$ cat config.mk
export PLATFORM = sky130hd
export DESIGN_NAME = icmp_reply_matcher
export DESIGN_NICKNAME = d
export VERILOG_FILES = /design/src/icmp_rm_pkg.sv /design/src/icmp_rm_step.sv /design/src/icmp_reply_matcher.sv
export SDC_FILE = /design/constraint.sdc
export NUM_CORES = 1
export LEC_CHECK = 0
export BUFFER_PORTS_ARGS = -buffer_cell sky130_fd_sc_hd__buf_2
export CAP_MARGIN = 20
export CORE_MARGIN = 3
export CORE_UTILIZATION = 64
export DETAILED_ROUTE_END_ITERATION = 7
export HOLD_SLACK_MARGIN = 0.08
export PLACE_DENSITY = 0.95
export SYNTH_ARGS = -nofsm -noshare
export SYNTH_HDL_FRONTEND = slang
export SYNTH_SLANG_ARGS = --single-unit
$ cat constraint.sdc
create_clock -name clk -period 10.8 [get_ports clk]
set_input_delay 2.16 -clock clk [delete_from_list [all_inputs] [get_ports clk]]
set_output_delay 2.16 -clock clk [all_outputs]
set_load 0.05 [all_outputs]
$ cat src/icmp_rm_pkg.sv
package icmp_rm_pkg;

  localparam int unsigned POS_W  = 8;
  localparam int unsigned HB_W   = 6;
  localparam int unsigned SUM_W  = 16;
  localparam int unsigned CFG_W  = 16;

  localparam logic [7:0]       TYPE_ECHO_REPLY    = 8'd0;
  localparam logic [7:0]       TYPE_TIME_EXCEEDED = 8'd11;
  localparam logic [7:0]       ICMP_HDR_BYTES     = 8'd8;
  localparam logic [7:0]       IDENT_OFFSET       = 8'd4;
  localparam logic [HB_W-1:0]  MIN_HDR_BYTES      = 6'd20;
  localparam logic [SUM_W-1:0] SUM_GOOD           = 16'hffff;
  localparam logic [POS_W-1:0] POS_MAX            = 8'd255;
  localparam logic [POS_W-1:0] SRC_FIRST          = 8'd12;
  localparam logic [POS_W-1:0] SRC_LAST           = 8'd15;

  typedef enum logic [1:0] {
    VERDICT_NOT_MINE  = 2'd0,
    VERDICT_ACCEPTED  = 2'd1,
    VERDICT_REJECTED  = 2'd2,
    VERDICT_MALFORMED = 2'd3
  } verdict_t;

  typedef enum logic {
    REG_ECHO_IDENT  = 1'b0,
    REG_SENT_WORDS  = 1'b1
  } cfg_reg_t;

  typedef enum logic [1:0] {
    IDENT_NONE = 2'd0,
    IDENT_HIGH = 2'd1,
    IDENT_FULL = 2'd2,
    IDENT_RSVD = 2'd3
  } ident_seen_t;

  // per-packet parse state
  typedef struct packed {
    logic [POS_W-1:0] pos;
    logic [HB_W-1:0]  hdr_bytes;
    logic [SUM_W-1:0] sum;
    logic [7:0]       high_hold;
    logic [7:0]       outer_type;
    logic [15:0]      found_ident;
    ident_seen_t      ident_seen;
    logic [31:0]      source;
  } parse_state_t;

endpackage

$ cat src/icmp_rm_step.sv
module icmp_rm_step (
  input  icmp_rm_pkg::parse_state_t st,
  input  logic [7:0]                byte_in,
  input  logic [15:0]               echo_ident,
  input  logic [3:0]                sent_words,
  output icmp_rm_pkg::parse_state_t st_nxt,
  output icmp_rm_pkg::verdict_t     verdict
);

  logic [5:0]  hb_eff;
  logic [7:0]  hb_ext;
  logic [16:0] sum_raw;
  logic [15:0] sum_fold;
  logic [7:0]  base;
  logic [7:0]  quote_skip;

  always_comb begin
    st_nxt = st;

    // IHL is taken from the very first byte
    hb_eff = (st.pos == '0) ? {byte_in[3:0], 2'b00} : st.hdr_bytes;
    hb_ext = {2'b00, hb_eff};
    st_nxt.hdr_bytes = hb_eff;

    // header checksum, carry folded after every word
    sum_raw  = {1'b0, st.sum} + {1'b0, st.high_hold, byte_in};
    sum_fold = sum_raw[15:0] + {15'd0, sum_raw[16]};
    if (st.pos < hb_ext) begin
      if (!st.pos[0]) begin
        st_nxt.high_hold = byte_in;
      end else begin
        st_nxt.sum = sum_fold;
      end
    end

    if (st.pos >= icmp_rm_pkg::SRC_FIRST && st.pos <= icmp_rm_pkg::SRC_LAST) begin
      st_nxt.source = {st.source[23:0], byte_in};
    end

    if (st.pos == hb_ext) begin
      st_nxt.outer_type = byte_in;
    end

    // non-echo replies carry the identifier inside the quoted probe
    quote_skip = icmp_rm_pkg::ICMP_HDR_BYTES + {2'b00, sent_words, 2'b00};
    base = hb_ext + icmp_rm_pkg::IDENT_OFFSET +
           ((st.outer_type != icmp_rm_pkg::TYPE_ECHO_REPLY) ? quote_skip : 8'd0);
    if (st.pos > hb_ext) begin
      if (st.pos == base) begin
        st_nxt.found_ident = {byte_in, 8'd0};
        st_nxt.ident_seen  = icmp_rm_pkg::IDENT_HIGH;
      end else if (st.pos == base + 8'd1 && st.ident_seen == icmp_rm_pkg::IDENT_HIGH) begin
        st_nxt.found_ident = {st.found_ident[15:8], byte_in};
        st_nxt.ident_seen  = icmp_rm_pkg::IDENT_FULL;
      end
    end

    if (st.pos != icmp_rm_pkg::POS_MAX) begin
      st_nxt.pos = st.pos + 8'd1;
    end

    priority if (hb_eff < icmp_rm_pkg::MIN_HDR_BYTES ||
                 st_nxt.ident_seen != icmp_rm_pkg::IDENT_FULL) begin
      verdict = icmp_rm_pkg::VERDICT_MALFORMED;
    end else if (st_nxt.found_ident != echo_ident) begin
      verdict = icmp_rm_pkg::VERDICT_NOT_MINE;
    end else if (st_nxt.sum == icmp_rm_pkg::SUM_GOOD &&
                 (st_nxt.outer_type == icmp_rm_pkg::TYPE_ECHO_REPLY ||
                  st_nxt.outer_type == icmp_rm_pkg::TYPE_TIME_EXCEEDED)) begin
      verdict = icmp_rm_pkg::VERDICT_ACCEPTED;
    end else begin
      verdict = icmp_rm_pkg::VERDICT_REJECTED;
    end
  end

endmodule

$ cat src/icmp_reply_matcher.sv
// channel | dir | tdata (low bit up)                                  | tuser | tlast
// in_     | in  | [7:0] byte_value                                    | -     | last_byte
// out_    | out | [1:0] verdict, [9:2] reply_type, [41:10] source_address, pad | -  | -
// cfg_    | in  | cfg_index 0 echo_ident, 1 sent_header_words; cfg_data 16 bits
//
// One byte per cycle unless a last byte is stalled; a byte waits in the input register,
// then the parse state and, on the last byte, the result register are updated.
// The result register is loaded as its last byte leaves the input register.
// rst_n (synchronous) clears the parse state and both valid flags; echo_ident resets to 0, sent_header_words to 5.
// A result held by out_tready stalls only a last byte in the input register;
// other bytes keep flowing meanwhile.
module icmp_reply_matcher (
  input  logic        clk,
  input  logic        rst_n,
  input  logic        in_tvalid,
  output logic        in_tready,
  input  logic [7:0]  in_tdata,   // [7:0] byte_value
  input  logic        in_tlast,
  output logic        out_tvalid,
  input  logic        out_tready,
  output logic [47:0] out_tdata,  // [1:0] verdict, [9:2] reply_type, [41:10] source_address
  input  logic        cfg_we,
  input  logic        cfg_index,
  input  logic [15:0] cfg_data
);

  logic [15:0] echo_ident_r;
  logic [3:0]  sent_words_r;

  logic        s1_valid_r;
  logic        s1_last_r;
  logic [7:0]  s1_byte_r;
  logic        s1_adv;

  icmp_rm_pkg::parse_state_t st_r;
  icmp_rm_pkg::parse_state_t st_step;
  icmp_rm_pkg::verdict_t     verdict;

  logic        out_valid_r;
  logic [41:0] out_data_r;

  icmp_rm_step u_step (
    .st         (st_r),
    .byte_in    (s1_byte_r),
    .echo_ident (echo_ident_r),
    .sent_words (sent_words_r),
    .st_nxt     (st_step),
    .verdict    (verdict)
  );

  // last byte may only leave when the result slot is free or being emptied
  assign s1_adv    = s1_valid_r && (!s1_last_r || !out_valid_r || out_tready);
  assign in_tready = !s1_valid_r || s1_adv;

  always_ff @(posedge clk) begin
    if (!rst_n) begin
      echo_ident_r <= '0;
      sent_words_r <= 4'd5;
    end else if (cfg_we) begin
      unique case (cfg_index)
        icmp_rm_pkg::REG_ECHO_IDENT: echo_ident_r <= cfg_data;
        icmp_rm_pkg::REG_SENT_WORDS: sent_words_r <= cfg_data[3:0];
        default: ;
      endcase
    end
  end

  always_ff @(posedge clk) begin
    if (!rst_n) begin
      s1_valid_r <= 1'b0;
    end else if (in_tready) begin
      s1_valid_r <= in_tvalid;
    end
  end

  always_ff @(posedge clk) begin
    if (in_tready && in_tvalid) begin
      s1_byte_r <= in_tdata;
      s1_last_r <= in_tlast;
    end
  end

  always_ff @(posedge clk) begin
    if (!rst_n) begin
      st_r <= '0;
    end else if (s1_adv) begin
      st_r <= s1_last_r ? '0 : st_step;
    end
  end

  always_ff @(posedge clk) begin
    if (!rst_n) begin
      out_valid_r <= 1'b0;
    end else if (s1_adv && s1_last_r) begin
      out_valid_r <= 1'b1;
    end else if (out_tready) begin
      out_valid_r <= 1'b0;
    end
  end

  always_ff @(posedge clk) begin
    if (s1_adv && s1_last_r) begin
      out_data_r <= {st_step.source, st_step.outer_type, verdict};
    end
  end

  assign out_tvalid = out_valid_r;
  assign out_tdata  = {6'd0, out_data_r};

  a_clear_after_last : assert property (@(posedge clk) disable iff (!rst_n)
    s1_adv && s1_last_r |=> st_r.pos == '0)
    else $error("parse state not cleared after last item");

  a_state_holds : assert property (@(posedge clk) disable iff (!rst_n)
    !s1_adv |=> $stable(st_r))
    else $error("parse state moved without an item");

  a_stall_cause : assert property (@(posedge clk) disable iff (!rst_n)
    !in_tready |-> s1_valid_r && s1_last_r && out_valid_r && !out_tready)
    else $error("input stalled without a waiting result");

  a_result_from_last : assert property (@(posedge clk) disable iff (!rst_n)
    $rose(out_valid_r) |-> $past(s1_adv && s1_last_r))
    else $error("result produced without a last item");

endmodule
=== Word-level counts from Yosys, hierarchy flattened ===
Cells that the tools add are included.

* Bits in latches: 0
* Word-level logic and storage cells: 79
* Bits in read-only memories: 0
* Flip-flop bits (word level): 169
* RAM bits: 0
* Memories: 0

* Equal/unequal tests: 10
* Reduce and logical (&&, ||, !) cells: 24
* Multiplexer cells: 16
* Shift-type cells: 0
* Add/sub/neg operators: 7
* $mul: 0
* Bitwise operators: 1
* Magnitude comparators: 5
* Div/mod/pow operators: 0

{| class="wikitable"
|+ Operators by type and width
! kind !! number
|-
| two-way mux 96 bit || 1
|-
| two-way mux 18 bit || 2
|-
| two-way mux 32 bit || 1
|-
| two-way mux 8 bit || 4
|-
| two-way mux 24 bit || 1
|-
| adder 16 x 16 -> 17 bit || 1
|-
| adder 16 x 1 -> 16 bit || 1
|-
| adder 8 x 1 -> 8 bit (second input constant) || 2
|-
| equality test 16 bit (second input constant) || 1
|-
| equality test 8 bit || 2
|-
| zero test 8 bit || 2
|-
| two-way mux 16 bit || 1
|-
| inequality test 16 bit || 1
|-
| two-way mux 10 bit || 1
|-
| adder 8 bit || 1
|-
| equality test 8 x 4 -> 1 bit (second input constant) || 1
|-
| equality test 8 x 6 -> 1 bit || 1
|-
| >= comparator 8 x 4 -> 1 bit (second input constant) || 1
|-
| greater-than comparator 8 x 6 -> 1 bit || 1
|-
| <= comparator 8 x 4 -> 1 bit (second input constant) || 1
|-
| less-than comparator 8 x 6 -> 1 bit || 1
|-
| inequality test 8 bit (second input constant) || 1
|-
| nonzero test 8 bit || 1
|-
| adder 4 x 6 -> 7 bit (first input constant) || 1
|-
| 14 further kinds || 32
|}

=== Longest topological paths before layout ===
* Depth after elaboration: 12
* Mapped depth: 22
* Mapped depth without buffers: 21

=== By module ===
From an unflattened synthesis, not the netlist that was laid out.

* Cells, all modules: 958
* Area, all modules: 9283.9 µm²

{| class="wikitable"
|+ By module, submodules not included
! module !! times used !! cells each !! area an instance (µm²)
|-
| icmp_reply_matcher || 1 || 374 || 5273.8
|-
| icmp_rm_step || 1 || 584 || 4010.1
|}

=== Least setup slack after synthesis ===
OpenSTA, ideal clock, no wires.

* Path kind: flip-flop to flip-flop
* Start: register st_r[95] in the netlist's numbering
* End: register out_data_r[0], data pin
* Arrival: 5119 ps
* Slack: 5512 ps
* Required time: 10631 ps
* Cell stages (with the launch flop): 22
* Cell sequence: dfxtp_1 -> buf_2 -> nor4_1 -> and3_1 -> clkbuf_1 -> mux2i_1 -> inv_1 -> ha_1 -> xnor2_1 -> ha_1 -> buf_4 -> xnor2_2 -> xor2_1 -> or4_4 -> or4b_1 -> buf_4 -> nor4_1 -> a21oi_1 -> a221oi_1 -> nor4b_2 -> nand4_1 -> o31ai_1

* Longest elaborated chain between the ends: 12

{| class="wikitable"
|+ Ends and longest elaborated chain
! what !! line !! RTL
|-
| from (decl) || icmp_reply_matcher.sv:35 || <nowiki>icmp_rm_pkg::parse_state_t st_r;</nowiki>
|-
| from (signal assigned) || icmp_reply_matcher.sv:87 || <nowiki>st_r <= s1_last_r ? '0 : st_step;</nowiki>
|-
| zero test 8 bit || icmp_rm_step.sv:21 || <nowiki>hb_eff = (st.pos == '0) ? {byte_in[3:0], 2'b00} : st.hdr_bytes;</nowiki>
|-
| two-way mux 6 bit || icmp_rm_step.sv:21 ||
|-
| adder 6 x 3 -> 7 bit || icmp_rm_step.sv:46 || <nowiki>base = hb_ext + icmp_rm_pkg::IDENT_OFFSET +</nowiki>
|-
| adder 8 bit || icmp_rm_step.sv:46 ||
|-
| adder 8 x 1 -> 8 bit || icmp_rm_step.sv:52 || <nowiki>end else if (st.pos == base + 8'd1 && st.ident_seen == icmp_rm_pkg::IDENT_HIGH) begin</nowiki>
|-
| equality test 8 bit || icmp_rm_step.sv:52 ||
|-
| logical AND 1 bit || icmp_rm_step.sv:52 ||
|-
| two-way mux 10 bit || icmp_rm_step.sv:52 ||
|-
| two-way mux 18 bit || icmp_rm_step.sv:49 || <nowiki>if (st.pos == base) begin</nowiki>
|-
| two-way mux 18 bit || icmp_rm_step.sv:48 || <nowiki>if (st.pos > hb_ext) begin</nowiki>
|-
| inequality test 16 bit or inequality test 2 bit (tied branches) || icmp_rm_step.sv:65, icmp_rm_step.sv:63 ||
|-
| two-way mux 2 bit or logical OR 1 bit (tied branches) || icmp_rm_step.sv:65, icmp_rm_step.sv:62 ||
|-
| to (signal assigned) || icmp_reply_matcher.sv:103 || <nowiki>out_data_r <= {st_step.source, st_step.outer_type, verdict};</nowiki>
|-
| to (decl) || icmp_reply_matcher.sv:40 || <nowiki>logic [41:0] out_data_r;</nowiki>
|}

Several ways; a longest one is shown, not always the timed one. The select of a mux whose other input is x is not followed.
A chain may end at the register's enable or synchronous reset.

=== Worst setup path after layout ===
* Start: register st_r[95] in the netlist's numbering
* End: register out_data_r[1], data pin

Same word-level chain as after synthesis.

==> run metrics <==
share of cells above drive strength 1 0.167; # diodes 0; # IOs 81; # clock sinks 169; Total Power 1430 uW; I/O Buffers 74; area grow syn2layout 11.2%; wire per inst 19.3 um; Max FO, Critical Path 9; Slowest cell on crit path nor4_1; Layout Skew 10.7 ps; CP Launch Type flop; clk buf depth 2; Die Area 16200 um^2; Starting Density 0.666; area of the mapped netlist 9430 um^2; Yosys top cell by area dfxtp_1; Slew Viols, Final 0; VDD IR max 0.132 mV; Synth area leaders dfxtp_1 25%, edfxtp_1 16%, nor2b_1 5.4%; Min Hold Slack 485 ps; worst-margin pin slew 1040 ps; core box area 14100 um^2; crit path cell chain nor4_1 > and3_1 > mux2i_1 > inv_1 > ha_1 > xnor2_1 > ha_1 > xnor2_2 > xor2_1 > or4_4 > nor4b_2 > a21boi_1 > or3_1 > a221oi_1 > nor4b_2 > nand4_1 > o31ai_1; Yosys warning count 0; initial drt markers 862; Post-CTS Setup Bufs 0; share of async-settable or async-resettable flops after synthesis 0; period utilisation layout 0.576; EDFF count, synth 51; cells after synthesis 998; Routed Antenna Nets 0; #FFs+latches synth 169; RSZ-0062 raised after global routing no; CTS Buf Count 17; gr busiest metal met2; Layout Nets 1118; GRT Overall Usage 0.295; Achievable Freq 161 MHz; Commonest cells post-synth 118 x dfxtp_1, 93 x nand2_1, 82 x nor2b_1; Detailed Route WL 24000 um; PwrDens 136 nW/um^2; Tmin final 6230 ps; part of the Yosys area used for sequential elements 0.413; final setup margin 4570 ps; WS Path Type flop to flop; die height 127 um; Max stage delay on crit path 650 ps; Hold Crit Class flop to flop; Clock Latency Late Sink 450 ps; Hold Fails Final Rpt 0; clock transition at the registers of the reported paths 70 ps; met2 usage 0.476; Final setup viols 0; Final Wtd Congestion 0.947; Avg Cell Area, Syn 9.44 um^2; relative slew slack 0.301; FP Rows 43; Vias/cell 6.47; maximum number of pins on one net before global-route repair 112; fraction of synthesized cell area taken by the top area cell type 0.251; Critical Path RT 11060 ps; Hold Path Stages 2; Main synth FF type dfxtp_1; pre-CTS setup slack 4900 ps; met3 usage 0.0652; outcome completed; # DRC 0; reg2reg path depth 17; H-tree Lvls 4; global route total overflow 0; First-pass DRT Iterations 5; post-CTS resize count 0; via count of the first global-routing pass 7670; CTS tree built; total number of vias 8037; CTS Root Cell clkbuf_16; synth unique cells 77; global-route wire length before repair 38300 um; Setup TNS Final 0 ps; HPWL after detailed placement 16200 um; CP Data Arrival Time 6490 ps; count leader, synth dfxtp_1; met1 Track Usage GR 0.370; Max-Cap Viols 0; die width 127 um; CP Capture Type flop; # hold bufs at CTS 0; antenna violations before repair 0; P_leak 0.00406 uW
## critical path, delay by kind of cell, from the launching register on
family,cells,cell delay [ps]
muxes,1,590
AOI/OAI and AO/OA,3,730
adders and majority gates,2,700
xor gates and xnor gates,3,520
DFF,1,400
and+or+nand+nor,7,2970
buffers and inverters,1,110
## sequential cells by signal, indices dropped and copies added (netlist names)
| register | cells |
|---|---|
| st_r | 96 |
| out_data_r | 42 |
| echo_ident_r | 16 |
| s1_byte_r | 8 |
| sent_words_r | 4 |
| out_tvalid | 1 |
| s1_last_r | 1 |
| s1_valid_r | 1 |
## stage by stage
step | instances | util | area, um^2
finish | 1243 | 0.741 | 10500
global route | 1243 | 0.741 | 10500
CTS | 1243 | 0.741 | 10500
detailed placement | 1211 | 0.699 | 9900
global placement | 1211 | 0.699 | 9900
floorplan | 1003 | - | 9440
## report_power, final
group	switching [uW]	total [uW]	leakage (uW)	internal (uW)
Sequential	12.1	675	0.00146	663
Combinational	95.0	145	0.00231	50.3
Clock	281	608	0.000289	327
Total	388	1430	0.00406	1040
## area by class of cell
type                       instances  area [um^2]
multi-input combinational        744         5190
clock inverter                    15          156
timing repair buffer              87          468
sequential                       169         3890
inverter                          31          116
tap                              180          225
clock buffer                      17          425
fill                             952         3670
## cells in the final DEF (no fill, tap or decap), types with 7 or more instances in the layout
| cell type | instances |
|---|---|
| a211oi_1 | 7 |
| a21boi_0 | 33 |
| a21oi_1 | 27 |
| a22oi_1 | 63 |
| a31oi_1 | 9 |
| and2_1 | 15 |
| and3_1 | 7 |
| buf_2 | 74 |
| buf_4 | 13 |
| clkbuf_16 | 17 |
| dfxtp_1 | 118 |
| edfxtp_1 | 51 |
| ha_1 | 35 |
| inv_1 | 31 |
| mux2_2 | 38 |
| mux2i_1 | 12 |
| nand2_1 | 92 |
| nand2b_1 | 10 |
| nand3_1 | 38 |
| nand4_1 | 14 |
| nor2_1 | 40 |
| nor2b_1 | 82 |
| nor3_1 | 13 |
| nor4_1 | 8 |
| o211ai_1 | 7 |
| o21ai_0 | 35 |
| or3_1 | 10 |
| xnor2_1 | 21 |
| xor2_1 | 16 |
## kinds of logic after synthesis
logic type	count (synthesis)	synth area share
simple gates	367	0.212
compound gates	243	0.183
flops	169	0.413
buf+inv	90	0.0404
mux	51	0.0597
xor+xnor	40	0.0409
fa+ha+maj	37	0.0507
other cells	1	0.000398
## final timing paths
| kind | slack (ps) | end | startpoint |
|---|---|---|---|
| max | 4570 | out_data_r[1] | st_r[95] |
| min | 490 | st_r[64] | st_r[64] |
| max reg2reg | 4570 | out_data_r[1] | st_r[95] |
| min reg2reg | 490 | st_r[64] | st_r[64] |
## routing by layer
layer / wire length, um / up-vias
met2: 11300 / 389
met1: 9870 / 3792
met4: 1010 / 0
li1: - / 3765
met3: 1890 / 91
met5: 0 / -
Note: power is estimated with default switching activity, not from simulation.
